[src/aqas_pkg.sv]
// Shared types, widths and constants of the adaptive air-quality smoother.
`timescale 1ns / 1ps
package aqas_pkg;

    // Field widths
    localparam int SIAQ_W = 17;
    localparam int ACC_W  = 2;
    localparam int HUM_W  = 15;
    localparam int PRES_W = 17;
    localparam int GAS_W  = 26;
    localparam int MEAN_W = 24;
    localparam int VAR_W  = 40;
    localparam int D2_W   = 34;
    localparam int T_W    = 41;
    localparam int WGT_W  = 16;
    localparam int CFG_W  = 17;
    localparam int CFGA_W = 3;

    // Serial multiplier: multiplier operand, multiplicand, product
    localparam int MA_W = 24;
    localparam int MB_W = 41;
    localparam int MP_W = 65;

    localparam int RING_DEPTH_DEF = 8;

    // Register indexes
    localparam logic [CFGA_W-1:0] CFG_GAS_ALPHA = 3'd0;
    localparam logic [CFGA_W-1:0] CFG_VAR_ALPHA = 3'd1;
    localparam logic [CFGA_W-1:0] CFG_DECIM     = 3'd2;
    localparam logic [CFGA_W-1:0] CFG_PRESS_TH  = 3'd3;
    localparam logic [CFGA_W-1:0] CFG_HUMID_TH  = 3'd4;
    localparam logic [CFGA_W-1:0] CFG_IAQ_TH    = 3'd5;
    localparam logic [CFGA_W-1:0] CFG_RESUME    = 3'd6;

    // Weight mapping, Q0.16
    localparam logic [WGT_W-1:0]  A_LOW      = 16'd6554;
    localparam logic [WGT_W-1:0]  A_HIGH     = 16'd29491;
    localparam logic [WGT_W-1:0]  A_MIN      = 16'd5243;
    localparam logic [WGT_W-1:0]  A_FLOOR_LA = 16'd18350;
    localparam logic [SIAQ_W-1:0] V_LOW      = 17'd512;
    localparam logic [SIAQ_W-1:0] V_HIGH     = 17'd6400;
    localparam logic [MB_W-1:0]   A_SPAN     = 41'd22937;
    localparam logic [MB_W-1:0]   A_SCALE3   = 41'd39322;
    // ceil(2^28 / 23): floor(n / 23) = (n * RECIP23) >> 28 for n below 2^21
    localparam logic [MB_W-1:0]   RECIP23    = 41'd11671107;
    localparam logic [MP_W-1:0]   RND_HALF   = 65'd32768;
    localparam logic [16:0]       W_ONE      = 17'd65536;
    localparam logic [SIAQ_W-1:0] VOL_MAX    = 17'h1FFFF;

    typedef struct packed {
        logic            start;
        logic [MA_W-1:0] a;
        logic [MB_W-1:0] b;
        logic [MP_W-1:0] c;
    } t_mul_req;

endpackage

[src/air_quality_adaptive_smoother_core.sv]
// Top level of the adaptive air-quality smoother: sequencer, state and ring.
`timescale 1ns / 1ps
// Usage
//   Input beats arrive on s_axis_*: one environmental sample per beat
//   (static IAQ, accuracy, humidity, pressure, gas resistance).  Each beat
//   gives exactly one result beat on m_axis_* (gas average, smoothed IAQ,
//   accuracy, volatility, frozen flag).
//   Registers are written through i_cfg_we / i_cfg_addr / i_cfg_wdata while
//   the block is idle; an index past the register list is ignored.
// Processing
//   One beat is processed at a time by a sequencer around a shared serial
//   multiply-accumulate unit (one multiplier bit per cycle, stopping early
//   when the remaining bits are zero) and a 20-step square-root unit.
//   The time from accept to result is set by the multiplier bit counts of
//   up to twelve products plus the root.  s_axis_tready is high only
//   between samples.
// Reset
//   Synchronous, active low: registers return to their defaults, the
//   averages restart (next sample seeds them) and the ring empties.
// Back-pressure
//   The result sits in an output register; the next sample is accepted
//   while it waits.  A finished sample is held until that register frees.
module air_quality_adaptive_smoother_core import aqas_pkg::*; #(
    parameter int RING_DEPTH = RING_DEPTH_DEF
) (
    input  logic              i_clk,
    input  logic              i_rst_n,
    input  logic              s_axis_tvalid,
    output logic              s_axis_tready,
    // [16:0] static_iaq, [18:17] accuracy, [33:19] humidity,
    // [50:34] pressure_pa, [76:51] gas_ohm, [79:77] zero
    input  logic [79:0]       s_axis_tdata,
    output logic              m_axis_tvalid,
    input  logic              m_axis_tready,
    // [25:0] gas_average, [42:26] iaq_display, [44:43] accuracy_display,
    // [61:45] volatility, [62] frozen, [63] zero
    output logic [63:0]       m_axis_tdata,
    input  logic              i_cfg_we,
    input  logic [CFGA_W-1:0] i_cfg_addr,
    input  logic [CFG_W-1:0]  i_cfg_wdata
);
    localparam int RA_W = $clog2(RING_DEPTH);
    localparam int RF_W = $clog2(RING_DEPTH + 1);
    localparam int RD_W = PRES_W + HUM_W + SIAQ_W;

    localparam logic [4:0] S_IDLE  = 5'd0;
    localparam logic [4:0] S_GAS1  = 5'd1;
    localparam logic [4:0] S_GAS2  = 5'd2;
    localparam logic [4:0] S_D2    = 5'd3;
    localparam logic [4:0] S_MEAN1 = 5'd4;
    localparam logic [4:0] S_MEAN2 = 5'd5;
    localparam logic [4:0] S_VAR1  = 5'd6;
    localparam logic [4:0] S_VAR2  = 5'd7;
    localparam logic [4:0] S_SQRT  = 5'd8;
    localparam logic [4:0] S_WGT   = 5'd9;
    localparam logic [4:0] S_DIV   = 5'd10;
    localparam logic [4:0] S_SCALE = 5'd11;
    localparam logic [4:0] S_CLAMP = 5'd12;
    localparam logic [4:0] S_SM1   = 5'd13;
    localparam logic [4:0] S_SM2   = 5'd14;
    localparam logic [4:0] S_RING  = 5'd15;
    localparam logic [4:0] S_CMP   = 5'd16;
    localparam logic [4:0] S_OUT   = 5'd17;

    // Configuration registers
    logic [15:0]       r_gas_alpha;
    logic [15:0]       r_var_alpha;
    logic [7:0]        r_decim;
    logic [15:0]       r_press_th;
    logic [HUM_W-1:0]  r_humid_th;
    logic [SIAQ_W-1:0] r_iaq_th;
    logic [7:0]        r_resume;

    always_ff @(posedge i_clk) begin
        if (!i_rst_n) begin
            r_gas_alpha <= 16'd6554;
            r_var_alpha <= 16'd6554;
            r_decim     <= 8'd10;
            r_press_th  <= 16'd50;
            r_humid_th  <= 15'd1280;
            r_iaq_th    <= 17'd5120;
            r_resume    <= 8'd3;
        end else if (i_cfg_we) begin
            case (i_cfg_addr)
                CFG_GAS_ALPHA: r_gas_alpha <= i_cfg_wdata[15:0];
                CFG_VAR_ALPHA: r_var_alpha <= i_cfg_wdata[15:0];
                CFG_DECIM:     r_decim     <= i_cfg_wdata[7:0];
                CFG_PRESS_TH:  r_press_th  <= i_cfg_wdata[15:0];
                CFG_HUMID_TH:  r_humid_th  <= i_cfg_wdata[HUM_W-1:0];
                CFG_IAQ_TH:    r_iaq_th    <= i_cfg_wdata;
                CFG_RESUME:    r_resume    <= i_cfg_wdata[7:0];
                default: ;
            endcase
        end
    end

    // Sequencer and block state
    logic [4:0]        r_state;
    logic              r_wait;
    logic              r_seeded;
    logic [GAS_W-1:0]  r_gas_avg;
    logic [MEAN_W-1:0] r_mean;
    logic [VAR_W-1:0]  r_var;
    logic [SIAQ_W-1:0] r_smooth;
    logic [7:0]        r_dcnt;
    logic [RA_W-1:0]   r_wr;
    logic [RF_W-1:0]   r_fill;
    logic              r_frozen;
    logic [7:0]        r_stable;

    // Per-sample working registers
    logic [SIAQ_W-1:0] r_siaq;
    logic [ACC_W-1:0]  r_acc;
    logic [HUM_W-1:0]  r_hum;
    logic [PRES_W-1:0] r_pres;
    logic [GAS_W-1:0]  r_gas;
    logic [D2_W-1:0]   r_d2;
    logic [T_W-1:0]    r_t;
    logic [SIAQ_W-1:0] r_vol;
    logic [19:0]       r_n;
    logic [WGT_W-1:0]  r_wgt;

    // Output register
    logic              r_ovalid;
    logic [63:0]       r_odata;

    t_mul_req          mreq;
    logic              mul_done;
    logic [MP_W-1:0]   mul_prod;
    logic              sq_done;
    logic [VAR_W/2-1:0] sq_root;
    logic              sq_start;
    logic              mul_op;
    logic              unit_fin;
    logic              in_acc;
    logic [MEAN_W-1:0] x_in;
    logic [MEAN_W-1:0] x_cur;
    logic [MEAN_W-1:0] dmag;
    logic [8:0]        dcnt_n;
    logic [RA_W-1:0]   wr_n;
    logic [RF_W-1:0]   fill_n;
    logic [RA_W-1:0]   old_addr;
    logic              ram_we;
    logic [RD_W-1:0]   ram_rdata;
    logic [PRES_W-1:0] old_pres;
    logic [HUM_W-1:0]  old_hum;
    logic [SIAQ_W-1:0] old_iaq;
    logic              moving;
    logic [7:0]        stable_n;
    logic [WGT_W-1:0]  wgt_lo;
    logic [WGT_W-1:0]  wgt_cl;
    logic [PRES_W-1:0] dp;
    logic [HUM_W-1:0]  dh;
    logic [SIAQ_W-1:0] di;

    assign in_acc = s_axis_tvalid && s_axis_tready;
    assign x_in   = {s_axis_tdata[16:0], 7'b0};
    assign x_cur  = {r_siaq, 7'b0};
    assign dmag   = (x_cur >= r_mean) ? (x_cur - r_mean) : (r_mean - x_cur);

    // Decimation and ring pointers
    assign dcnt_n   = {1'b0, r_dcnt} + 9'd1;
    assign wr_n     = (r_wr == RA_W'(RING_DEPTH - 1)) ? '0 : r_wr + 1'b1;
    assign fill_n   = (r_fill == RF_W'(RING_DEPTH)) ? r_fill : r_fill + 1'b1;
    assign old_addr = (fill_n == RF_W'(RING_DEPTH)) ? wr_n : '0;
    assign ram_we   = (r_state == S_RING) && (dcnt_n >= {1'b0, r_decim});

    assign {old_iaq, old_hum, old_pres} = ram_rdata;
    assign dp = (r_pres >= old_pres) ? r_pres - old_pres : old_pres - r_pres;
    assign dh = (r_hum >= old_hum) ? r_hum - old_hum : old_hum - r_hum;
    assign di = (r_siaq >= old_iaq) ? r_siaq - old_iaq : old_iaq - r_siaq;
    assign moving = ({1'b0, dp} > {2'b0, r_press_th}) || (dh > r_humid_th) ||
                    (di > r_iaq_th);
    assign stable_n = (r_stable != 8'hFF) ? r_stable + 8'd1 : r_stable;

    // Accuracy floor and final clamp of the IAQ weight
    assign wgt_lo = ((r_acc <= 2'd1) && (r_wgt < A_FLOOR_LA)) ? A_FLOOR_LA : r_wgt;
    assign wgt_cl = (wgt_lo < A_MIN) ? A_MIN : ((wgt_lo > A_HIGH) ? A_HIGH : wgt_lo);

    // Operand selection for the shared multiplier
    always_comb begin
        mul_op = 1'b0;
        mreq.a = '0;
        mreq.b = '0;
        mreq.c = '0;
        case (r_state)
            S_GAS1: begin
                mul_op = r_seeded;
                mreq.a = MA_W'(r_gas_alpha);
                mreq.b = MB_W'(r_gas);
                mreq.c = RND_HALF;
            end
            S_GAS2: begin
                mul_op = 1'b1;
                mreq.a = MA_W'(W_ONE - {1'b0, r_gas_alpha});
                mreq.b = MB_W'(r_gas_avg);
                mreq.c = mul_prod;
            end
            S_D2: begin
                mul_op = 1'b1;
                mreq.a = dmag;
                mreq.b = MB_W'(dmag);
            end
            S_MEAN1: begin
                mul_op = 1'b1;
                mreq.a = MA_W'(r_var_alpha);
                mreq.b = MB_W'(x_cur);
                mreq.c = RND_HALF;
            end
            S_MEAN2: begin
                mul_op = 1'b1;
                mreq.a = MA_W'(W_ONE - {1'b0, r_var_alpha});
                mreq.b = MB_W'(r_mean);
                mreq.c = mul_prod;
            end
            S_VAR1: begin
                mul_op = 1'b1;
                mreq.a = MA_W'(r_var_alpha);
                mreq.b = MB_W'(r_d2);
            end
            S_VAR2: begin
                mul_op = 1'b1;
                mreq.a = MA_W'(W_ONE - {1'b0, r_var_alpha});
                mreq.b = r_t;
            end
            S_WGT: begin
                mul_op = (r_vol > V_LOW) && (r_vol < V_HIGH);
                mreq.a = MA_W'(r_vol - V_LOW);
                mreq.b = A_SPAN;
            end
            S_DIV: begin
                mul_op = 1'b1;
                mreq.a = MA_W'(r_n);
                mreq.b = RECIP23;
            end
            S_SCALE: begin
                mul_op = (r_acc == 2'd3);
                mreq.a = MA_W'(r_wgt);
                mreq.b = A_SCALE3;
            end
            S_SM1: begin
                mul_op = r_seeded;
                mreq.a = MA_W'(r_wgt);
                mreq.b = MB_W'(r_siaq);
                mreq.c = RND_HALF;
            end
            S_SM2: begin
                mul_op = 1'b1;
                mreq.a = MA_W'(W_ONE - {1'b0, r_wgt});
                mreq.b = MB_W'(r_smooth);
                mreq.c = mul_prod;
            end
            default: ;
        endcase
        mreq.start = mul_op && !r_wait;
    end

    assign sq_start = (r_state == S_SQRT) && !r_wait;
    assign unit_fin = r_wait && (mul_done || sq_done);

    always_ff @(posedge i_clk) begin
        if (!i_rst_n) begin
            r_state  <= S_IDLE;
            r_wait   <= 1'b0;
            r_seeded <= 1'b0;
            r_mean   <= '0;
            r_var    <= '0;
            r_smooth <= '0;
            r_gas_avg <= '0;
            r_dcnt   <= '0;
            r_wr     <= '0;
            r_fill   <= '0;
            r_frozen <= 1'b0;
            r_stable <= '0;
            r_ovalid <= 1'b0;
        end else begin
            // hold the issue flag while a unit runs
            if ((mul_op || r_state == S_SQRT) && !r_wait) begin
                r_wait <= 1'b1;
            end else if (unit_fin) begin
                r_wait <= 1'b0;
            end
            // load a finished sample, else drop the beat once taken
            if (r_state == S_OUT && (!r_ovalid || m_axis_tready)) begin
                r_ovalid <= 1'b1;
            end else if (m_axis_tvalid && m_axis_tready) begin
                r_ovalid <= 1'b0;
            end

            case (r_state)
                S_IDLE: begin
                    if (in_acc) begin
                        r_siaq <= s_axis_tdata[16:0];
                        r_acc  <= s_axis_tdata[18:17];
                        r_hum  <= s_axis_tdata[33:19];
                        r_pres <= s_axis_tdata[50:34];
                        r_gas  <= s_axis_tdata[76:51];
                        // first sample seeds the averages
                        if (!r_seeded) begin
                            r_gas_avg <= s_axis_tdata[76:51];
                            r_mean    <= x_in;
                            r_var     <= '0;
                            r_smooth  <= s_axis_tdata[16:0];
                        end
                        r_state <= S_GAS1;
                    end
                end
                S_GAS1: begin
                    if (!r_seeded) begin
                        r_state <= S_D2;
                    end else if (unit_fin) begin
                        r_state <= S_GAS2;
                    end
                end
                S_GAS2: begin
                    if (unit_fin) begin
                        r_gas_avg <= mul_prod[16 +: GAS_W];
                        r_state   <= S_D2;
                    end
                end
                S_D2: begin
                    if (unit_fin) begin
                        r_d2    <= mul_prod[14 +: D2_W];
                        r_state <= S_MEAN1;
                    end
                end
                S_MEAN1: begin
                    if (unit_fin) begin
                        r_state <= S_MEAN2;
                    end
                end
                S_MEAN2: begin
                    if (unit_fin) begin
                        r_mean  <= mul_prod[16 +: MEAN_W];
                        r_state <= S_VAR1;
                    end
                end
                S_VAR1: begin
                    if (unit_fin) begin
                        r_t     <= {1'b0, r_var} + T_W'(mul_prod[16 +: D2_W]);
                        r_state <= S_VAR2;
                    end
                end
                S_VAR2: begin
                    if (unit_fin) begin
                        // saturate the variance at its width
                        if (mul_prod[MP_W-1:16+VAR_W] != '0) begin
                            r_var <= '1;
                        end else begin
                            r_var <= mul_prod[16 +: VAR_W];
                        end
                        r_state <= S_SQRT;
                    end
                end
                S_SQRT: begin
                    if (unit_fin) begin
                        if (sq_root > (VAR_W/2)'(VOL_MAX)) begin
                            r_vol <= VOL_MAX;
                        end else begin
                            r_vol <= sq_root[SIAQ_W-1:0];
                        end
                        r_state <= S_WGT;
                    end
                end
                S_WGT: begin
                    if (r_vol <= V_LOW) begin
                        r_wgt   <= A_LOW;
                        r_state <= S_SCALE;
                    end else if (r_vol >= V_HIGH) begin
                        r_wgt   <= A_HIGH;
                        r_state <= S_SCALE;
                    end else if (unit_fin) begin
                        // divide by 5888 as (p >> 8) / 23
                        r_n     <= mul_prod[8 +: 20];
                        r_state <= S_DIV;
                    end
                end
                S_DIV: begin
                    if (unit_fin) begin
                        r_wgt   <= A_LOW + WGT_W'(mul_prod[28 +: 15]);
                        r_state <= S_SCALE;
                    end
                end
                S_SCALE: begin
                    if (r_acc != 2'd3) begin
                        r_state <= S_CLAMP;
                    end else if (unit_fin) begin
                        r_wgt   <= mul_prod[16 +: WGT_W];
                        r_state <= S_CLAMP;
                    end
                end
                S_CLAMP: begin
                    r_wgt   <= wgt_cl;
                    r_state <= S_SM1;
                end
                S_SM1: begin
                    if (!r_seeded) begin
                        r_state <= S_RING;
                    end else if (unit_fin) begin
                        r_state <= S_SM2;
                    end
                end
                S_SM2: begin
                    if (unit_fin) begin
                        r_smooth <= mul_prod[16 +: SIAQ_W];
                        r_state  <= S_RING;
                    end
                end
                S_RING: begin
                    r_seeded <= 1'b1;
                    if (ram_we) begin
                        r_dcnt <= '0;
                        r_wr   <= wr_n;
                        r_fill <= fill_n;
                        r_state <= (fill_n >= RF_W'(2)) ? S_CMP : S_OUT;
                    end else begin
                        r_dcnt  <= dcnt_n[7:0];
                        r_state <= S_OUT;
                    end
                end
                S_CMP: begin
                    if (moving) begin
                        r_frozen <= 1'b1;
                        r_stable <= '0;
                    end else if (r_frozen) begin
                        r_stable <= stable_n;
                        if (stable_n >= r_resume) begin
                            r_frozen <= 1'b0;
                        end
                    end
                    r_state <= S_OUT;
                end
                S_OUT: begin
                    // wait for the output register to free up
                    if (!r_ovalid || m_axis_tready) begin
                        r_odata  <= {1'b0, r_frozen, r_vol, r_acc, r_smooth, r_gas_avg};
                        r_state  <= S_IDLE;
                    end
                end
                default: r_state <= S_IDLE;
            endcase
        end
    end

    aqas_mul u_mul (
        .i_clk   (i_clk),
        .i_rst_n (i_rst_n),
        .i_req   (mreq),
        .o_done  (mul_done),
        .o_prod  (mul_prod)
    );

    aqas_sqrt u_sqrt (
        .i_clk   (i_clk),
        .i_rst_n (i_rst_n),
        .i_start (sq_start),
        .i_din   (r_var),
        .o_done  (sq_done),
        .o_root  (sq_root)
    );

    aqas_ram #(
        .W (RD_W),
        .D (RING_DEPTH)
    ) u_ring (
        .i_clk   (i_clk),
        .i_we    (ram_we),
        .i_waddr (r_wr),
        .i_wdata ({r_siaq, r_hum, r_pres}),
        .i_raddr (old_addr),
        .o_rdata (ram_rdata)
    );

    assign s_axis_tready = (r_state == S_IDLE);
    assign m_axis_tvalid = r_ovalid;
    assign m_axis_tdata  = r_odata;

    // Ring fill never exceeds the depth
    a_fill_bound: assert property (@(posedge i_clk) disable iff (!i_rst_n)
        r_fill <= RF_W'(RING_DEPTH))
        else $error("ring fill count past depth");

    // The frozen flag only drops on a stable ring check
    a_unfreeze: assert property (@(posedge i_clk) disable iff (!i_rst_n)
        ($past(i_rst_n) && $fell(r_frozen)) |-> ($past(r_state) == S_CMP))
        else $error("frozen flag cleared outside a ring check");

    // The smoothing weight is within its clamp range when used
    a_wgt_range: assert property (@(posedge i_clk) disable iff (!i_rst_n)
        (r_state == S_SM1 || r_state == S_SM2) |-> (r_wgt >= A_MIN && r_wgt <= A_HIGH))
        else $error("IAQ weight outside clamp range");

    // A finished sample leaves for idle once the output register is free
    a_out_drain: assert property (@(posedge i_clk) disable iff (!i_rst_n)
        (r_state == S_OUT && !r_ovalid) |=> (r_state == S_IDLE && r_ovalid))
        else $error("result not loaded into free output register");
endmodule

[src/aqas_ram.sv]
// Generic single-write, single-read RAM with registered read data.
`timescale 1ns / 1ps
module aqas_ram #(
    parameter int W = 8,
    parameter int D = 8
) (
    input  logic                 i_clk,
    input  logic                 i_we,
    input  logic [$clog2(D)-1:0] i_waddr,
    input  logic [W-1:0]         i_wdata,
    input  logic [$clog2(D)-1:0] i_raddr,
    output logic [W-1:0]         o_rdata
);
    logic [W-1:0] r_mem [D];
    logic [W-1:0] r_rdata;

    always_ff @(posedge i_clk) begin
        if (i_we) begin
            r_mem[i_waddr] <= i_wdata;
        end
        r_rdata <= r_mem[i_raddr];
    end

    assign o_rdata = r_rdata;
endmodule

[src/aqas_mul.sv]
// Shift-add serial multiply-accumulate unit, one multiplier bit per cycle.
`timescale 1ns / 1ps
module aqas_mul import aqas_pkg::*; (
    input  logic            i_clk,
    input  logic            i_rst_n,
    input  t_mul_req        i_req,
    output logic            o_done,
    output logic [MP_W-1:0] o_prod
);
    logic            r_busy;
    logic [MA_W-1:0] r_a;
    logic [MP_W-1:0] r_b;
    logic [MP_W-1:0] r_acc;

    always_ff @(posedge i_clk) begin
        if (!i_rst_n) begin
            r_busy <= 1'b0;
        end else if (i_req.start) begin
            r_busy <= 1'b1;
            r_a    <= i_req.a;
            r_b    <= {{(MP_W-MB_W){1'b0}}, i_req.b};
            r_acc  <= i_req.c;
        end else if (r_busy) begin
            if (r_a == '0) begin
                r_busy <= 1'b0;
            end else begin
                if (r_a[0]) begin
                    r_acc <= r_acc + r_b;
                end
                r_a <= r_a >> 1;
                r_b <= r_b << 1;
            end
        end
    end

    // finish as soon as no multiplier bits remain
    assign o_done = r_busy && (r_a == '0);
    assign o_prod = r_acc;
endmodule

[src/aqas_sqrt.sv]
// Iterative integer square root, one result bit per cycle.
`timescale 1ns / 1ps
module aqas_sqrt import aqas_pkg::*; (
    input  logic               i_clk,
    input  logic               i_rst_n,
    input  logic               i_start,
    input  logic [VAR_W-1:0]   i_din,
    output logic               o_done,
    output logic [VAR_W/2-1:0] o_root
);
    localparam int CNT_W = $clog2(VAR_W/2 + 1);
    localparam logic [VAR_W-1:0] TOP_BIT = VAR_W'(1) << (VAR_W - 2);

    logic             r_busy;
    logic [CNT_W-1:0] r_cnt;
    logic [VAR_W-1:0] r_v;
    logic [VAR_W-1:0] r_r;
    logic [VAR_W-1:0] r_bit;
    logic [VAR_W:0]   trial;

    assign trial = {1'b0, r_r} + {1'b0, r_bit};

    always_ff @(posedge i_clk) begin
        if (!i_rst_n) begin
            r_busy <= 1'b0;
        end else if (i_start) begin
            r_busy <= 1'b1;
            r_cnt  <= CNT_W'(VAR_W/2);
            r_v    <= i_din;
            r_r    <= '0;
            r_bit  <= TOP_BIT;
        end else if (r_busy) begin
            if (r_cnt == '0) begin
                r_busy <= 1'b0;
            end else begin
                if ({1'b0, r_v} >= trial) begin
                    r_v <= r_v - trial[VAR_W-1:0];
                    r_r <= (r_r >> 1) + r_bit;
                end else begin
                    r_r <= r_r >> 1;
                end
                r_bit <= r_bit >> 2;
                r_cnt <= r_cnt - 1'b1;
            end
        end
    end

    assign o_done = r_busy && (r_cnt == '0);
    assign o_root = r_r[VAR_W/2-1:0];
endmodule

[config.mk]
export PLATFORM = sky130hd
export DESIGN_NAME = air_quality_adaptive_smoother_core
export DESIGN_NICKNAME = d
export VERILOG_FILES = /design/src/aqas_pkg.sv /design/src/air_quality_adaptive_smoother_core.sv /design/src/aqas_ram.sv /design/src/aqas_mul.sv /design/src/aqas_sqrt.sv
export SDC_FILE = /design/constraint.sdc
export NUM_CORES = 2
export LEC_CHECK = 0
export ABC_AREA = 1
export BUFFER_PORTS_ARGS = -buffer_cell sky130_fd_sc_hd__buf_2
export CORE_ASPECT_RATIO = 1.1
export CORE_MARGIN = 1
export CORE_UTILIZATION = 23
export DETAILED_ROUTE_END_ITERATION = 7
export GPL_TIMING_DRIVEN = 0
export PLACE_DENSITY = 0.49
export SETUP_SLACK_MARGIN = 0.02
export SLEW_MARGIN = 10
export SYNTH_ARGS = -nofsm -noshare
export SYNTH_HDL_FRONTEND = slang
export SYNTH_SLANG_ARGS = --single-unit
[constraint.sdc]
create_clock -name i_clk -period 8.4 [get_ports i_clk]
set_clock_uncertainty 0.1 [all_clocks]
set_input_delay 1.68 -clock i_clk [delete_from_list [all_inputs] [get_ports i_clk]]
set_output_delay 1.68 -clock i_clk [all_outputs]
set_load 0.005 [all_outputs]
==> results.yml <==
placed_design:
  hpwl_mm: 225.0
  port-buffer-count: 166
  globalplace.congestion: 0.9818
route:
  vias: 59590
  ant_nets: 0
  first_pass_iters: 6
  drc: 0
  vias_per_cell: 4.807
  totalWireLength_mm: 283.3
  drt_iter0_markers: 5775
  wl_per_cell_um: 22.86
cts:
  clockBufferDepth: 4
  postCtsSetupBuffers: 0
  clock_latency_ps: 850
  cts_buffers: 151
  cts_tree: "yes"
  clk_pin_slew_ps: 60
  cts.sinks: 1205
  hold_buffers: 0
  cts.repair.resized: 0
  cts_root_buf: "clkbuf_16"
  h-tree-depth: 4
global_routing:
  overflow: 0
  grt_use_total_pct: 18.08
  grt_max_degree: 32
  grt_first_pass_wirelength_mm: 405.9
  grt_pass1_vias: 58150
  antenna_found_initial: 29
status:
  outcome: "finished, final reports clean"
sta:
  period_share_pct: 77.79
  min_period_ps: 6534
  setup_tns_ps: 0
  rsz0062_at_grt: "no"
  worst_pin_slew_ps: 1285
  slew_headroom_pct: 14.32
  setup_viol: 0
  drv_slew: 0
  final_hold_viol_count: 0
  timing.hold.ws_ps: 359.7
  clock.fmax_ghz: 0.1530
power_and_ir_drop:
  p_per_area_nw_per_um2: 245.2
  max-vdd-ir-drop_v: 0.0001979
  power_mw: 19.90
  p_leak_nw: 32.23
cells_and_area:
  fin_nets: 8835
  drive_gt1_share_pct: 8.735
  layout_commonest_cell: "nand2_1"
  final_core_util_pct: 26.99
  layout_common_cells: "nand2_1, inv_1, edfxtp_1, o21ai_0, a21oi_1"
  syn_to_final_growth_pct: 16.63
setup_path:
  worst-path-buf-inv: 4
  path_delay_family: "simple AND/OR/NAND/NOR gates"
  crit_path_start_kind: "flop"
  slowest_delay_ps: 500
  crit_slowest_cell: "edfxtp_1"
  cp-end-kind: "flop"
  critPathArrivalTime_ps: 6910
  critPathRequiredTime_ps: 8780
  path_class: "reg2reg"
  cp_max_fo: 28
  crit_chain: "ha_1, nand2_1, o21ai_0, inv_1, nor2_1, o21ai_0, o211ai_1, a21oi_1, o21ai_0, a21oi_1, xor2_1, ha_1, nand2_1, nor2_1, inv_1, nor4_1, nand4_1, nand3b_1, nand2_2, nand2_2, inv_1, nor2_4, buf_12"
floorplan:
  die_w_um: 526.5
  core_um2: 300700
  fp.dieH_um: 578.9
  num_rows: 211
  die_area_um2: 304800
  ios: 171
  start_util_pct: 23.14
logic_synthesis:
  async_flop_share_pct: 0
  synth.distinct_cells: 68
  syn_nets: 8454
  ys_ff_latch: 1205
  syn_area_per_cell_um2: 8.749
  synth_ff_type: "edfxtp_1"
  yosysWarningCount: 0
  syn-cell-area_um2: 69590
  netlist_instances: 7954
  synth_edf_count: 919
  yosysSeqAreaShare_pct: 47.88
min_path:
  min_path_type: "reg2reg"
flow_run:
  drv_cap: 0
routing by layer:
| metal | GRT usage, % | wire [µm] |
|---|---|---|
| met5 | 0 | 0 |
| met4 | 6.829 | 12110 |
| met3 | 2.385 | 17050 |
| met2 | 30.56 | 132100 |
| met1 | 23.38 | 122000 |
power breakdown:
part	leakage (nW)	switching, mW	internal [mW]
logic	19.2	3.88	1.63
registers	10.6	0.702	7.13
clock network	2.40	2.69	3.86
total	32.2	7.28	12.6
Yosys cell counts, types with 22 or more instances:
master    count  area (µm²)
a21boi_0     22       165.2
a21o_1       44       330.3
a21oi_1     648        3243
a221oi_1     53       464.2
a31oi_1      78       488.0
buf_2        62       310.3
clkbuf_1    148       555.5
dfxtp_1     286        5725
edfxtp_1    919       27600
ha_1        385        4817
inv_1       964        3618
mux2_2       49       551.8
mux2i_1      95       950.9
nand2_1    1499        5627
nand3_1     292        1461
nand4_1      68       425.4
nor2_1      653        2451
nor3_1       77       385.4
nor4_1       26       162.7
o211ai_1    136        1021
o21a_1       33       247.7
o21ai_0     735        3679
o21ai_1      35       175.2
o21bai_1     42       315.3
or2_0        43       269.0
or2_2        79       494.2
xnor2_1      76       665.6
xor2_1      179        1568
final cells by class:
cell class,count,area [µm²]
tap,3940,4930
clock buffer,200,4228
clock inverter,67,646.9
antenna,7,17.52
sequential,1205,33320
inverter,982,3686
buffer,246,1126
timing repair buffer,228,1628
multi-input combinational,5521,31580
fill,32160,219500
cell families (layout without fill, tap and decap cells):
| kind of cell | Yosys count | in the layout | share of synthesized area, % |
|---|---|---|---|
| buf+inv | 1228 | 1723 | 6.915 |
| simple gates | 2799 | 2799 | 16.88 |
| fa+ha+maj | 395 | 395 | 7.210 |
| other cells | 1 | 8 | 0.005389 |
| compound gates | 1927 | 1927 | 15.73 |
| mux | 144 | 144 | 2.159 |
| xor+xnor | 255 | 255 | 3.209 |
| flops | 1205 | 1205 | 47.88 |
registers in the layout (all words and copies together) (netlist names), 17 cells and up:
register	count
r_iaq_th	17
r_t	41
r_siaq	17
r_smooth	17
u_sqrt.r_v	40
r_var	40
u_sqrt.r_r	40
r_gas_avg	26
r_d2	34
u_mul.r_b	65
r_vol	17
u_sqrt.r_bit	20
u_mul.r_a	24
r_pres	17
u_mul.o_prod	65
r_mean	24
u_ring.r_mem	392
r_gas	26
u_ring.o_rdata	49
m_axis_tdata	63
r_n	20
stage by stage:
stage | area (µm²) | std cells | worst slack, ps
6_report | 81160 | 12400 | 1866
4_1_cts | 81140 | 12390 | 1969
3_5_place_dp | 76260 | 12120 | 1993
3_3_place_gp | 75350 | 12060 | -6610
5_1_grt | 81150 | 12390 | 1451
2_1_floorplan | 69590 | 7954 | 361.4
final timing paths:
kind / slack, ps / endpoint / start / cells after the start
max: 1870 / u_sqrt.r_v[4] / u_sqrt.r_r[8] / 23
min: 360 / m_axis_tdata[46] / r_vol[1] / 0
max reg2reg: 1870 / u_sqrt.r_v[4] / u_sqrt.r_r[8] / 23
min reg2reg: 360 / m_axis_tdata[46] / r_vol[1] / 0
(Power assumes the default switching activity.)
